File: src/design/massq_pkg.sv
// ============================================================================
// massq_pkg
// Types and constants shared by the slice step quantizer modules.
// ============================================================================
package massq_pkg;

    // Axis count and index widths.
    localparam int NUM_AXES   = 3;
    localparam int AXIS_IDX_W = 2;
    localparam int AXIS_ID_W  = 2;

    // Field widths.
    localparam int DIST_W   = 16;
    localparam int SCALE_W  = 28;
    localparam int SLICE_W  = 40;
    localparam int STEP_W   = 20;
    localparam int PERIOD_W = 32;
    localparam int POS_W    = 48;

    // Configuration port.
    localparam int CFG_IDX_W  = 3;
    localparam int CFG_DATA_W = 40;

    // Rounding datapath. Slice values are shifted up by TIME_SHIFT so that
    // both axis and slice values round at SCALE_FRAC fraction bits.
    localparam int SCALE_FRAC = 24;
    localparam int TIME_SHIFT = 8;
    localparam int PROD_W     = 45;
    localparam int V_W        = 50;
    localparam int Q_W        = V_W - SCALE_FRAC;
    localparam int RES_W      = 26;
    localparam int TRES_W     = 18;
    localparam int CYC_W      = Q_W;
    localparam int GAP_W      = 32;
    localparam int TOTAL_W    = GAP_W + 1;

    // Serial divider.
    localparam int DIV_STEPS = TOTAL_W;
    localparam int DIV_CNT_W = $clog2(DIV_STEPS);

    // Reset values and special indexes.
    localparam logic [SCALE_W-1:0]    SCALE_RESET   = 28'd16777216;
    localparam logic [SLICE_W-1:0]    SLICE_RESET   = 40'd8192000000;
    localparam logic [CFG_IDX_W-1:0]  CFG_SLICE_IDX = CFG_IDX_W'(NUM_AXES);
    localparam logic [AXIS_IDX_W-1:0] LAST_IDX      = AXIS_IDX_W'(NUM_AXES - 1);
    localparam logic [AXIS_ID_W-1:0]  LAST_AXIS_ID  = AXIS_ID_W'(NUM_AXES - 1);

    // Input item: one signed move per axis.
    typedef struct packed {
        logic signed [DIST_W-1:0] dist_axis0;
        logic signed [DIST_W-1:0] dist_axis1;
        logic signed [DIST_W-1:0] dist_axis2;
    } t_in_item;

    // Result item: one per axis.
    typedef struct packed {
        logic [AXIS_ID_W-1:0]    axis_id;
        logic [STEP_W-1:0]       step_count;
        logic                    direction;
        logic [PERIOD_W-1:0]     step_period;
        logic signed [POS_W-1:0] position;
        logic                    last_axis;
    } t_out_item;

    // Controller states.
    typedef enum logic [3:0] {
        ST_IDLE,
        ST_LOAD,
        ST_ADD,
        ST_ABS,
        ST_QUOT,
        ST_SIGN,
        ST_COMMIT,
        ST_DIV_START,
        ST_DIV_STEP,
        ST_GAP,
        ST_EMIT
    } t_state;

    // Datapath operations.
    typedef enum logic [3:0] {
        OP_NOP,
        OP_CAPTURE,
        OP_LOAD,
        OP_ADD,
        OP_ABS,
        OP_QUOT,
        OP_SIGN,
        OP_COMMIT,
        OP_DIV_START,
        OP_DIV_STEP,
        OP_GAP,
        OP_EMIT
    } t_dp_op;

    // Command from controller to datapath.
    typedef struct packed {
        t_dp_op                op;
        logic [AXIS_IDX_W-1:0] idx;
        logic                  time_sel;
    } t_dp_cmd;

    // Status from datapath to controller.
    typedef struct packed {
        logic any_step;
        logic out_free;
    } t_dp_status;

endpackage

File: src/design/massq_ctrl.sv
// ============================================================================
// massq_ctrl
// Sequencer that walks each axis and the slice length through the shared
// rounding steps, then divides and emits one result per axis or grows the gap.
// ============================================================================
module massq_ctrl (
    input  logic                   i_clk,
    input  logic                   i_rst_n,
    input  logic                   i_in_valid,
    output logic                   o_in_ready,
    input  massq_pkg::t_dp_status  i_status,
    output massq_pkg::t_dp_cmd     o_cmd
);
    import massq_pkg::*;

    t_state                r_state, n_state;
    logic [AXIS_IDX_W-1:0] r_idx, n_idx;
    logic                  r_time, n_time;
    logic [DIV_CNT_W-1:0]  r_cnt, n_cnt;

    // State and counters.
    always_ff @(posedge i_clk) begin
        if (!i_rst_n) begin
            r_state <= ST_IDLE;
            r_idx   <= '0;
            r_time  <= 1'b0;
            r_cnt   <= '0;
        end else begin
            r_state <= n_state;
            r_idx   <= n_idx;
            r_time  <= n_time;
            r_cnt   <= n_cnt;
        end
    end

    // Next state and datapath commands.
    always_comb begin
        n_state        = r_state;
        n_idx          = r_idx;
        n_time         = r_time;
        n_cnt          = r_cnt;
        o_in_ready     = 1'b0;
        o_cmd.op       = OP_NOP;
        o_cmd.idx      = r_idx;
        o_cmd.time_sel = r_time;
        case (r_state)
            ST_IDLE: begin
                o_in_ready = 1'b1;
                if (i_in_valid) begin
                    o_cmd.op = OP_CAPTURE;
                    n_idx    = '0;
                    n_time   = 1'b0;
                    n_state  = ST_LOAD;
                end
            end
            ST_LOAD: begin
                o_cmd.op = OP_LOAD;
                n_state  = ST_ADD;
            end
            ST_ADD: begin
                o_cmd.op = OP_ADD;
                n_state  = ST_ABS;
            end
            ST_ABS: begin
                o_cmd.op = OP_ABS;
                n_state  = ST_QUOT;
            end
            ST_QUOT: begin
                o_cmd.op = OP_QUOT;
                n_state  = ST_SIGN;
            end
            ST_SIGN: begin
                o_cmd.op = OP_SIGN;
                n_state  = ST_COMMIT;
            end
            ST_COMMIT: begin
                o_cmd.op = OP_COMMIT;
                if (r_time) begin
                    n_state = i_status.any_step ? ST_DIV_START : ST_GAP;
                end else if (r_idx == LAST_IDX) begin
                    n_time  = 1'b1;
                    n_state = ST_LOAD;
                end else begin
                    n_idx   = r_idx + AXIS_IDX_W'(1);
                    n_state = ST_LOAD;
                end
            end
            ST_DIV_START: begin
                o_cmd.op = OP_DIV_START;
                n_cnt    = '0;
                n_state  = ST_DIV_STEP;
            end
            ST_DIV_STEP: begin
                o_cmd.op = OP_DIV_STEP;
                if (r_cnt == DIV_CNT_W'(DIV_STEPS - 1)) begin
                    n_idx   = '0;
                    n_state = ST_EMIT;
                end else begin
                    n_cnt = r_cnt + DIV_CNT_W'(1);
                end
            end
            ST_GAP: begin
                o_cmd.op = OP_GAP;
                n_state  = ST_IDLE;
            end
            ST_EMIT: begin
                if (i_status.out_free) begin
                    o_cmd.op = OP_EMIT;
                    if (r_idx == LAST_IDX) begin
                        n_state = ST_IDLE;
                    end else begin
                        n_idx = r_idx + AXIS_IDX_W'(1);
                    end
                end
            end
            default: begin
                n_state = ST_IDLE;
            end
        endcase
    end

endmodule

File: src/design/massq_dp.sv
// ============================================================================
// massq_dp
// Datapath: configuration registers, step scaling, shared round-to-nearest
// unit, residual and position state, gap counter, per-axis serial dividers
// and the output register.
// ============================================================================
module massq_dp (
    input  logic                              i_clk,
    input  logic                              i_rst_n,
    input  massq_pkg::t_dp_cmd                i_cmd,
    output massq_pkg::t_dp_status             o_status,
    input  massq_pkg::t_in_item               i_in,
    input  logic                              i_cfg_valid,
    input  logic [massq_pkg::CFG_IDX_W-1:0]   i_cfg_index,
    input  logic [massq_pkg::CFG_DATA_W-1:0]  i_cfg_data,
    output logic                              o_out_valid,
    input  logic                              i_out_ready,
    output massq_pkg::t_out_item              o_out
);
    import massq_pkg::*;

    localparam logic [V_W-1:0] HALF = V_W'(1) << (SCALE_FRAC - 1);

    // Configuration.
    logic [SCALE_W-1:0]        r_scale [NUM_AXES];
    logic [SLICE_W-1:0]        r_slice;

    // Per-item and carried state.
    logic signed [DIST_W-1:0]  r_dist  [NUM_AXES];
    logic signed [RES_W-1:0]   r_res   [NUM_AXES];
    logic signed [POS_W-1:0]   r_pos   [NUM_AXES];
    logic [STEP_W-1:0]         r_steps [NUM_AXES];
    logic                      r_dir   [NUM_AXES];
    logic signed [TRES_W-1:0]  r_time_res;
    logic [GAP_W-1:0]          r_gap;
    logic [CYC_W-1:0]          r_cycles;
    logic                      r_any;

    // Rounding unit.
    logic signed [V_W-1:0]     r_v;
    logic [V_W-1:0]            r_mag;
    logic                      r_neg;
    logic [Q_W-1:0]            r_q;
    logic signed [Q_W-1:0]     r_s;

    // Dividers, one lane per axis.
    logic [TOTAL_W-1:0]        r_dq    [NUM_AXES];
    logic [STEP_W-1:0]         r_rem   [NUM_AXES];

    // Output register.
    logic                      r_out_valid;
    t_out_item                 r_out;

    logic signed [PROD_W-1:0]  w_prod;
    logic signed [V_W-1:0]     w_addend;
    logic [V_W-1:0]            w_sum_q;
    logic signed [V_W-1:0]     w_res;
    logic                      w_zero;
    logic [GAP_W:0]            w_gap_sum;
    logic [TOTAL_W-1:0]        w_total;
    logic [PERIOD_W-1:0]       w_period;

    // Scaled move of the selected axis.
    assign w_prod = $signed(r_dist[i_cmd.idx]) * $signed({1'b0, r_scale[i_cmd.idx]});

    // Carried residual of the selected target, aligned to the rounding point.
    assign w_addend = i_cmd.time_sel ?
        {{(V_W - TRES_W - TIME_SHIFT){r_time_res[TRES_W-1]}}, r_time_res,
         {TIME_SHIFT{1'b0}}} :
        {{(V_W - RES_W){r_res[i_cmd.idx][RES_W-1]}}, r_res[i_cmd.idx]};

    // Rounding and residual arithmetic.
    assign w_sum_q = r_mag + HALF;
    assign w_res   = r_v - {r_s, {SCALE_FRAC{1'b0}}};
    assign w_zero  = (r_dist[i_cmd.idx] == '0);

    // Gap accumulation and total cycles for the dividers.
    assign w_gap_sum = {1'b0, r_gap} + (GAP_W + 1)'(r_cycles);
    assign w_total   = TOTAL_W'(r_cycles) + {1'b0, r_gap};

    // Period of the selected axis, saturated, zero when the axis is idle.
    always_comb begin
        if (r_steps[i_cmd.idx] == '0) begin
            w_period = '0;
        end else if (r_dq[i_cmd.idx][TOTAL_W-1]) begin
            w_period = '1;
        end else begin
            w_period = r_dq[i_cmd.idx][PERIOD_W-1:0];
        end
    end

    // Configuration registers and carried state.
    always_ff @(posedge i_clk) begin
        if (!i_rst_n) begin
            for (int a = 0; a < NUM_AXES; a++) begin
                r_scale[a] <= SCALE_RESET;
                r_res[a]   <= '0;
                r_pos[a]   <= '0;
            end
            r_slice    <= SLICE_RESET;
            r_time_res <= '0;
            r_gap      <= '0;
            r_any      <= 1'b0;
        end else begin
            if (i_cfg_valid) begin
                for (int a = 0; a < NUM_AXES; a++) begin
                    if (i_cfg_index == CFG_IDX_W'(a)) begin
                        r_scale[a] <= i_cfg_data[SCALE_W-1:0];
                    end
                end
                if (i_cfg_index == CFG_SLICE_IDX) begin
                    r_slice <= i_cfg_data[SLICE_W-1:0];
                end
            end
            case (i_cmd.op)
                OP_CAPTURE: begin
                    r_any <= 1'b0;
                end
                OP_COMMIT: begin
                    if (i_cmd.time_sel) begin
                        r_time_res <= w_res[TIME_SHIFT+TRES_W-1:TIME_SHIFT];
                    end else if (!w_zero) begin
                        // A zero move keeps its residual and position.
                        r_res[i_cmd.idx] <= w_res[RES_W-1:0];
                        r_pos[i_cmd.idx] <= r_pos[i_cmd.idx] +
                            {{(POS_W - Q_W){r_s[Q_W-1]}}, r_s};
                        if (r_q != '0) begin
                            r_any <= 1'b1;
                        end
                    end
                end
                OP_DIV_START: begin
                    r_gap <= '0;
                end
                OP_GAP: begin
                    r_gap <= w_gap_sum[GAP_W] ? '1 : w_gap_sum[GAP_W-1:0];
                end
                default: begin
                end
            endcase
        end
    end

    // Rounding pipeline, step results and dividers.
    always_ff @(posedge i_clk) begin
        case (i_cmd.op)
            OP_CAPTURE: begin
                r_dist[0] <= i_in.dist_axis0;
                r_dist[1] <= i_in.dist_axis1;
                r_dist[2] <= i_in.dist_axis2;
            end
            OP_LOAD: begin
                if (i_cmd.time_sel) begin
                    r_v <= {{(V_W - SLICE_W - TIME_SHIFT){1'b0}}, r_slice,
                            {TIME_SHIFT{1'b0}}};
                end else begin
                    r_v <= {{(V_W - PROD_W){w_prod[PROD_W-1]}}, w_prod};
                end
            end
            OP_ADD: begin
                r_v <= r_v + w_addend;
            end
            OP_ABS: begin
                r_neg <= r_v[V_W-1];
                r_mag <= r_v[V_W-1] ? -r_v : r_v;
            end
            OP_QUOT: begin
                r_q <= w_sum_q[V_W-1:SCALE_FRAC];
            end
            OP_SIGN: begin
                r_s <= r_neg ? -$signed(r_q) : $signed(r_q);
            end
            OP_COMMIT: begin
                if (i_cmd.time_sel) begin
                    // A slice that rounds below zero counts as no cycles.
                    r_cycles <= r_s[Q_W-1] ? '0 : $unsigned(r_s);
                end else if (w_zero) begin
                    r_steps[i_cmd.idx] <= '0;
                    r_dir[i_cmd.idx]   <= 1'b0;
                end else begin
                    r_steps[i_cmd.idx] <= r_q[STEP_W-1:0];
                    r_dir[i_cmd.idx]   <= r_neg && (r_q != '0);
                end
            end
            OP_DIV_START: begin
                for (int a = 0; a < NUM_AXES; a++) begin
                    r_dq[a]  <= w_total;
                    r_rem[a] <= '0;
                end
            end
            OP_DIV_STEP: begin
                // Restoring division, one quotient bit per lane per cycle.
                for (int a = 0; a < NUM_AXES; a++) begin
                    if ({r_rem[a], r_dq[a][TOTAL_W-1]} >= {1'b0, r_steps[a]}) begin
                        r_rem[a] <= STEP_W'({r_rem[a], r_dq[a][TOTAL_W-1]} -
                                            {1'b0, r_steps[a]});
                        r_dq[a]  <= {r_dq[a][TOTAL_W-2:0], 1'b1};
                    end else begin
                        r_rem[a] <= {r_rem[a][STEP_W-2:0], r_dq[a][TOTAL_W-1]};
                        r_dq[a]  <= {r_dq[a][TOTAL_W-2:0], 1'b0};
                    end
                end
            end
            OP_EMIT: begin
                r_out.axis_id     <= AXIS_ID_W'(i_cmd.idx);
                r_out.step_count  <= r_steps[i_cmd.idx];
                r_out.direction   <= r_dir[i_cmd.idx];
                r_out.step_period <= w_period;
                r_out.position    <= r_pos[i_cmd.idx];
                r_out.last_axis   <= (i_cmd.idx == LAST_IDX);
            end
            default: begin
            end
        endcase
    end

    // Output transaction valid flag.
    always_ff @(posedge i_clk) begin
        if (!i_rst_n) begin
            r_out_valid <= 1'b0;
        end else if (i_cmd.op == OP_EMIT) begin
            r_out_valid <= 1'b1;
        end else if (i_out_ready) begin
            r_out_valid <= 1'b0;
        end
    end

    assign o_out_valid       = r_out_valid;
    assign o_out             = r_out;
    assign o_status.out_free = !r_out_valid || i_out_ready;
    assign o_status.any_step = r_any;

endmodule

File: src/design/multi_axis_slice_step_quantizer.sv
// ============================================================================
// multi_axis_slice_step_quantizer
// Converts per-slice axis moves to step counts and step periods with
// error diffusion of the rounding residuals.
// ============================================================================
// Usage:
//   Input channel (i_in_valid / o_in_ready / i_in) takes one path sample per
//   transaction. Output channel (o_out_valid / i_out_ready / o_out) returns
//   one result per axis in axis order, last_axis set on the final one. A
//   sample that steps no axis returns nothing and adds its cycles to the gap.
//   Configuration writes (i_cfg_valid / o_cfg_ready) are always taken. The
//   user must issue them only while the block is idle; it is not enforced.
// Sequence:
//   The four rounding passes (three axes and the slice length) each go
//   through the load, add, abs, quotient, sign and commit steps of the
//   shared rounding unit, then the per-axis restoring dividers run, one
//   quotient bit per cycle. A sample with no steps skips the dividers. A
//   new sample is accepted only after the last result of the one before
//   it has been loaded into the output register.
// Reset and stalls:
//   Synchronous reset clears residuals, positions, gap count and restores
//   the default scales. A stalled receiver holds the result in the output
//   register; the sequencer waits, and the next sample is accepted while the
//   last result is still pending.
// ============================================================================
module multi_axis_slice_step_quantizer (
    input  logic                              i_clk,
    input  logic                              i_rst_n,
    input  logic                              i_in_valid,
    output logic                              o_in_ready,
    input  massq_pkg::t_in_item               i_in,
    output logic                              o_out_valid,
    input  logic                              i_out_ready,
    output massq_pkg::t_out_item              o_out,
    input  logic                              i_cfg_valid,
    output logic                              o_cfg_ready,
    input  logic [massq_pkg::CFG_IDX_W-1:0]   i_cfg_index,
    input  logic [massq_pkg::CFG_DATA_W-1:0]  i_cfg_data
);
    import massq_pkg::*;

    t_dp_cmd    w_cmd;
    t_dp_status w_status;

    // Configuration registers accept a write every cycle.
    assign o_cfg_ready = 1'b1;

    // Sequencer.
    massq_ctrl u_ctrl (
        .i_clk      (i_clk),
        .i_rst_n    (i_rst_n),
        .i_in_valid (i_in_valid),
        .o_in_ready (o_in_ready),
        .i_status   (w_status),
        .o_cmd      (w_cmd)
    );

    // Arithmetic and state.
    massq_dp u_dp (
        .i_clk       (i_clk),
        .i_rst_n     (i_rst_n),
        .i_cmd       (w_cmd),
        .o_status    (w_status),
        .i_in        (i_in),
        .i_cfg_valid (i_cfg_valid),
        .i_cfg_index (i_cfg_index),
        .i_cfg_data  (i_cfg_data),
        .o_out_valid (o_out_valid),
        .i_out_ready (i_out_ready),
        .o_out       (o_out)
    );

endmodule

File: config.mk
export PLATFORM = sky130hd
export DESIGN_NAME = multi_axis_slice_step_quantizer
export DESIGN_NICKNAME = d
export VERILOG_FILES = /design/src/design/massq_pkg.sv /design/src/design/massq_ctrl.sv /design/src/design/massq_dp.sv /design/src/design/multi_axis_slice_step_quantizer.sv
export SDC_FILE = /design/constraint.sdc
export NUM_CORES = 2
export LEC_CHECK = 0
export ABC_AREA = 1
export BUFFER_PORTS_ARGS = -buffer_cell sky130_fd_sc_hd__buf_2
export CORE_MARGIN = 10
export CORE_UTILIZATION = 30
export DETAILED_ROUTE_END_ITERATION = 16
export PLACE_DENSITY = 0.51
export SYNTH_ARGS = -nofsm -noshare
export SYNTH_HDL_FRONTEND = slang
export SYNTH_SLANG_ARGS = --single-unit
File: constraint.sdc
create_clock -name i_clk -period 8.2 [get_ports i_clk]
set_input_delay 1.64 -clock i_clk [delete_from_list [all_inputs] [get_ports i_clk]]
set_output_delay 1.64 -clock i_clk [all_outputs]
set_load 0.02 [all_outputs]
# Word level (Yosys, flattened, before mapping)
# Memory sizes are Yosys's and may differ from the RTL's. A register that Yosys moved wholly into a read port is not among the register bits.
# Index checks and enable logic that the tools add are counted.
# totals
ramBits	576
regBits	387
n_memories	8
out_inout_bits	107
wordCells	239
inputBits	96
# op_classes
order_cmp	3
addsub	12
reduce_logical	24
n_mul	1
bitwise_logic	17
mux	117
n_eq_ne	35
# mem_list
name	words	word_bits	rd	rd_clocked_by_memory_dff	write_ports	line_no	text
u_dp.r_pos	3	48	1	1	3	massq_dp.sv:31	logic signed [POS_W-1:0] r_pos [NUM_AXES];
u_dp.r_dq	3	33	4	1	3	massq_dp.sv:47	logic [TOTAL_W-1:0] r_dq [NUM_AXES];
u_dp.r_scale	3	28	1	1	3	massq_dp.sv:25	logic [SCALE_W-1:0] r_scale [NUM_AXES];
u_dp.r_res	3	26	1	1	3	massq_dp.sv:30	logic signed [RES_W-1:0] r_res [NUM_AXES];
u_dp.r_rem	3	20	3	0	3	massq_dp.sv:48	logic [STEP_W-1:0] r_rem [NUM_AXES];
u_dp.r_steps	3	20	4	1	1	massq_dp.sv:32	logic [STEP_W-1:0] r_steps [NUM_AXES];
+2 memories	-	-	-	-	-	-	
# op_table
cell	n
33-bit two-way mux	6
20-bit two-way mux	7
50-bit two-way mux	2
50-bit case mux with 2 select lines	1
28-bit two-way mux	3
32-bit two-way mux	2
32-bit case mux with 2 select lines	1
21-bit by 20-bit >= comparator with 1-bit output	3
20-bit subtractor	3
1-bit two-way mux	58
26-bit two-way mux	2
50-bit by 24-bit adder with 50-bit output, second input constant	1
50-bit adder	1
50-bit negator	1
49-bit two-way mux	1
48-bit adder	1
48-bit two-way mux	1
48-bit OR reduction	1
16-bit by 29-bit multiplier with 45-bit output	1
4-bit case mux with 11 select lines	1
4-bit case mux with 10 select lines	1
2-bit two-way mux	19
32-bit by 26-bit adder with 33-bit output	1
4-bit by 3-bit == test with 1-bit output, second input constant	8
other kinds (33)	83

# Logic depth before layout (Yosys ltp)
# depth
depth_word	10
depth_mapped	36
mapped_depth_nobuf	34

# Hierarchy
# A second synthesis with hierarchy kept.
# hier_totals
hier_cells	8765
hier_area_um2	72329.4
# modules_own_cells
module	cells_per_inst	area_each_um2	instances
massq_dp	8619	71388.5	1
massq_ctrl	144	929.6	1
multi_axis_slice_step_quantizer	2	11.3	1

# Least setup slack after synthesis
# No wires, ideal clock.
# synth_path
path_kind	input -> register
startpoint	input i_rst_n
endpoint	memory u_dp.r_pos[3][0], enable pin
arrival_ns	7.007
path_stages	3
slack_ns	0.596
setup_ns	0.597
required_ns	7.603
cell_sequence	inv_2 -> clkbuf_1 -> nor3_1
# synth_rtl
element	line_no	text
start, declared	multi_axis_slice_step_quantizer.sv:28	input logic i_rst_n,
end, declared	massq_dp.sv:31	

==> impl_metrics.json <==
{
  "r2r_cells": 26,
  "route.vias.total": 57900,
  "synth_area_per_cell_sq_um": 8.330,
  "drc": 0,
  "async_flop_share_pct": 0,
  "max_freq_mhz": 128.4,
  "cts_resized": 0,
  "hold_viol": 0,
  "netlist_instances": 8601,
  "regArea_sq_mm": 0.03004,
  "routed_via_density": 4.807,
  "place_ws_ps": 442.5,
  "layout_commonest_cell": "nand2_1",
  "synth_top_area_share_pct": 38.89,
  "path_max_fanout": 46,
  "wirelength_mm": 240.0,
  "synth_area_sq_mm": 0.07165,
  "grt_use_total_pct": 18.20,
  "nets": 9567,
  "synth_warnings": 0,
  "worst-r2r-setup-slack_ps": 410,
  "grt_pass1_wl_mm": 364.6,
  "min_path_cells": 2,
  "grt_start_max_net_pins": 108,
  "grt_util_met2_pct": 30.79,
  "path_delay_family": "adder cells",
  "top_usage_layer": "met2",
  "vdd_drop_max_v": 0.0006765,
  "port_buffers": 201,
  "netlist-cell-type-count": 45,
  "firstDrtPassIters": 8,
  "slew_headroom_pct": 20.09,
  "dp_hpwl_mm": 183.3,
  "finalCoreUtilization_pct": 33.78,
  "core-area_sq_mm": 0.2379,
  "worst_skew_pair.late_latency_ps": 820,
  "rsz0062_at_grt": "false",
  "hp-start": "u_dp.r_time_res[9]",
  "grtUsageMet1_pct": 24.11,
  "gp_congestion": 0.9543,
  "tightest_slew_ps": 1199,
  "met3_usage_pct": 2.569,
  "end_kind": "register",
  "die_area_sq_mm": 0.2588,
  "slowest_stage": "dfxtp_4",
  "timing.final.ws_setup_ps": 411.1,
  "cts_setup_buffers": 0,
  "rows": 179,
  "synthesis.nets": 9401,
  "overflow": 0,
  "final_cell_mix": "nand2_1 (1901), inv_1 (1392), nor2_1 (1276), edfxtp_1 (928), o21ai_0 (566)",
  "htreeDepth": 3,
  "die_h_microns": 508.7,
  "maxSlewViolCount": 0,
  "cpPeakStageDelay_ps": 740,
  "hp-class": "register to register",
  "required_ps": 8680,
  "yosysSeqAreaShare_pct": 41.91,
  "path_buf_inv": 6,
  "period_needed_ps": 7789,
  "ctsHoldBuffers": 0,
  "cts_sinks": 1036,
  "crit_path_frequent_cell": "fa_1",
  "yosys_register_bits": 1036,
  "finalSetupTns_ps": 0,
  "synth-edff-count": 928,
  "min_to": "u_dp.r_time_res[9]",
  "cts-root-buf": "clkbuf_16",
  "synth_area_leaders": "edfxtp_1 (39%), fa_1 (10%), nand2_1 (10%)",
  "cts_buffers": 117,
  "finalCritPeriodShare_pct": 94.99,
  "pwr_density_cell_mw_per_mm2": 417.6,
  "fill_cells": 25150,
  "antenna_found_initial": 14,
  "yosys.area.top_type": "edfxtp_1",
  "worstPathArrival_ps": 8270,
  "setup_viol": 0,
  "clockBufferDepth": 3,
  "r2r_end": "u_dp.r_v[20]",
  "multi_input_area_sq_mm": 0.03520,
  "io_pins": 203,
  "wl_per_cell_microns": 19.92,
  "die_x_microns": 508.7,
  "yosys_most_used_dff": "edfxtp_1",
  "initial_core_util_pct": 30.12,
  "fin_skew_ps": 107.7,
  "clkTransAtPathRegs_ps": 60,
  "crit_path_start_kind": "register",
  "grt_pass1_vias": 58500,
  "cts_tree": "done",
  "power_leakage_nw": 36.05,
  "critical_path_class": "register to register",
  "drt.antenna.violating_nets": 0,
  "whs_ps": 446.4,
  "max_cap_violations": 0,
  "area.growth.synth_to_final_pct": 12.15,
  "drive_gt1_share_pct": 6.788,
  "status": "complete, no violations",
  "drtIter0Drc": 4308
}
worst max path at each step:
stage	start	to	slack [ps]	cells past startpoint
floorplan	i_rst_n	u_dp.r_pos[3][0]	600	3
global route	register	u_dp.r_v[37]	30	29
global placement	register	u_dp.r_v[43]	630	30
CTS	register	u_dp.r_v[20]	430	27
finish	register	u_dp.r_v[20]	410	26
detailed placement	register	u_dp.r_v[20]	440	27
registers in the layout, indices dropped and copies added, names as in the netlist, 50 cells and up, named ones only:
| name | count |
|---|---|
| u_dp.r_v | 50 |
| u_dp.o_out | 104 |
| u_dp.r_scale | 84 |
| u_dp.r_steps | 80 |
| u_dp.r_dq | 99 |
| u_dp.r_res | 104 |
| u_dp.r_pos | 192 |
| u_dp.r_rem | 60 |
logic make-up after synthesis:
logic type,share of synthesized area [%]
AOI/OAI and AO/OA,9.722
xor gates and xnor gates,2.469
adders and majority gates,16.15
buffers and inverters,9.205
DFF,41.91
other,0.005234
and+or+nand+nor,20.54
tightest hold or removal path, stage by stage (launching register included):
cell and delay [ps]:
dfxtp_1 300, inv_1 50, a21oi_1 50
synthesized netlist by cell type, drive strengths merged (5+ instances only):
cell type / number
clkbuf: 170
dfxtp: 108
xnor2: 67
nor3: 64
nor2: 1289
o21bai: 21
clkinv: 11
o21a: 38
fa: 368
nand4: 67
o21ai: 605
o22ai: 71
nand3: 277
o211ai: 68
or2: 36
and2: 11
inv: 1408
a21o: 16
nor4: 18
nand2: 1911
nand3b: 15
xor2: 135
buf: 101
a31oi: 10
ha: 336
a32o: 5
a21oi: 430
edfxtp: 928
through the flow:
stage	total power, W	cells	cell area, sq um
finish	0.03356	12050	80360
global route	0.03684	12040	80340
CTS	0.03381	12040	80330
detailed placement	0.02829	11820	76430
global placement	0.02838	11820	76430
floorplan	0.02118	8601	71650
area by class of cell:
type                            instances  area share (%)
Antenna cell                           10         0.03114
Clock buffer                          153           3.849
Clock inverter                         67          0.9996
Inverter                             1419           6.653
Multi-Input combinational cell       5875           43.81
Sequential cell                      1036           37.38
Tap cell                             3167           4.931
Timing Repair Buffer                  318           2.348
power by group:
| group | total (W) | switching, W | internal, W |
|---|---|---|---|
| logic | 0.0213 | 0.0142 | 0.00708 |
| clock network | 0.00534 | 0.00232 | 0.00303 |
| registers | 0.00694 | 0.000329 | 0.00661 |
per-layer routing:
layer / up-vias / wire (microns)
li1: 28010 / -
met1: 28100 / 106900
met2: 1454 / 113400
met3: 326 / 11850
met4: 14 / 7733
met5: - / 87
Power figures use the tool's default switching activity.
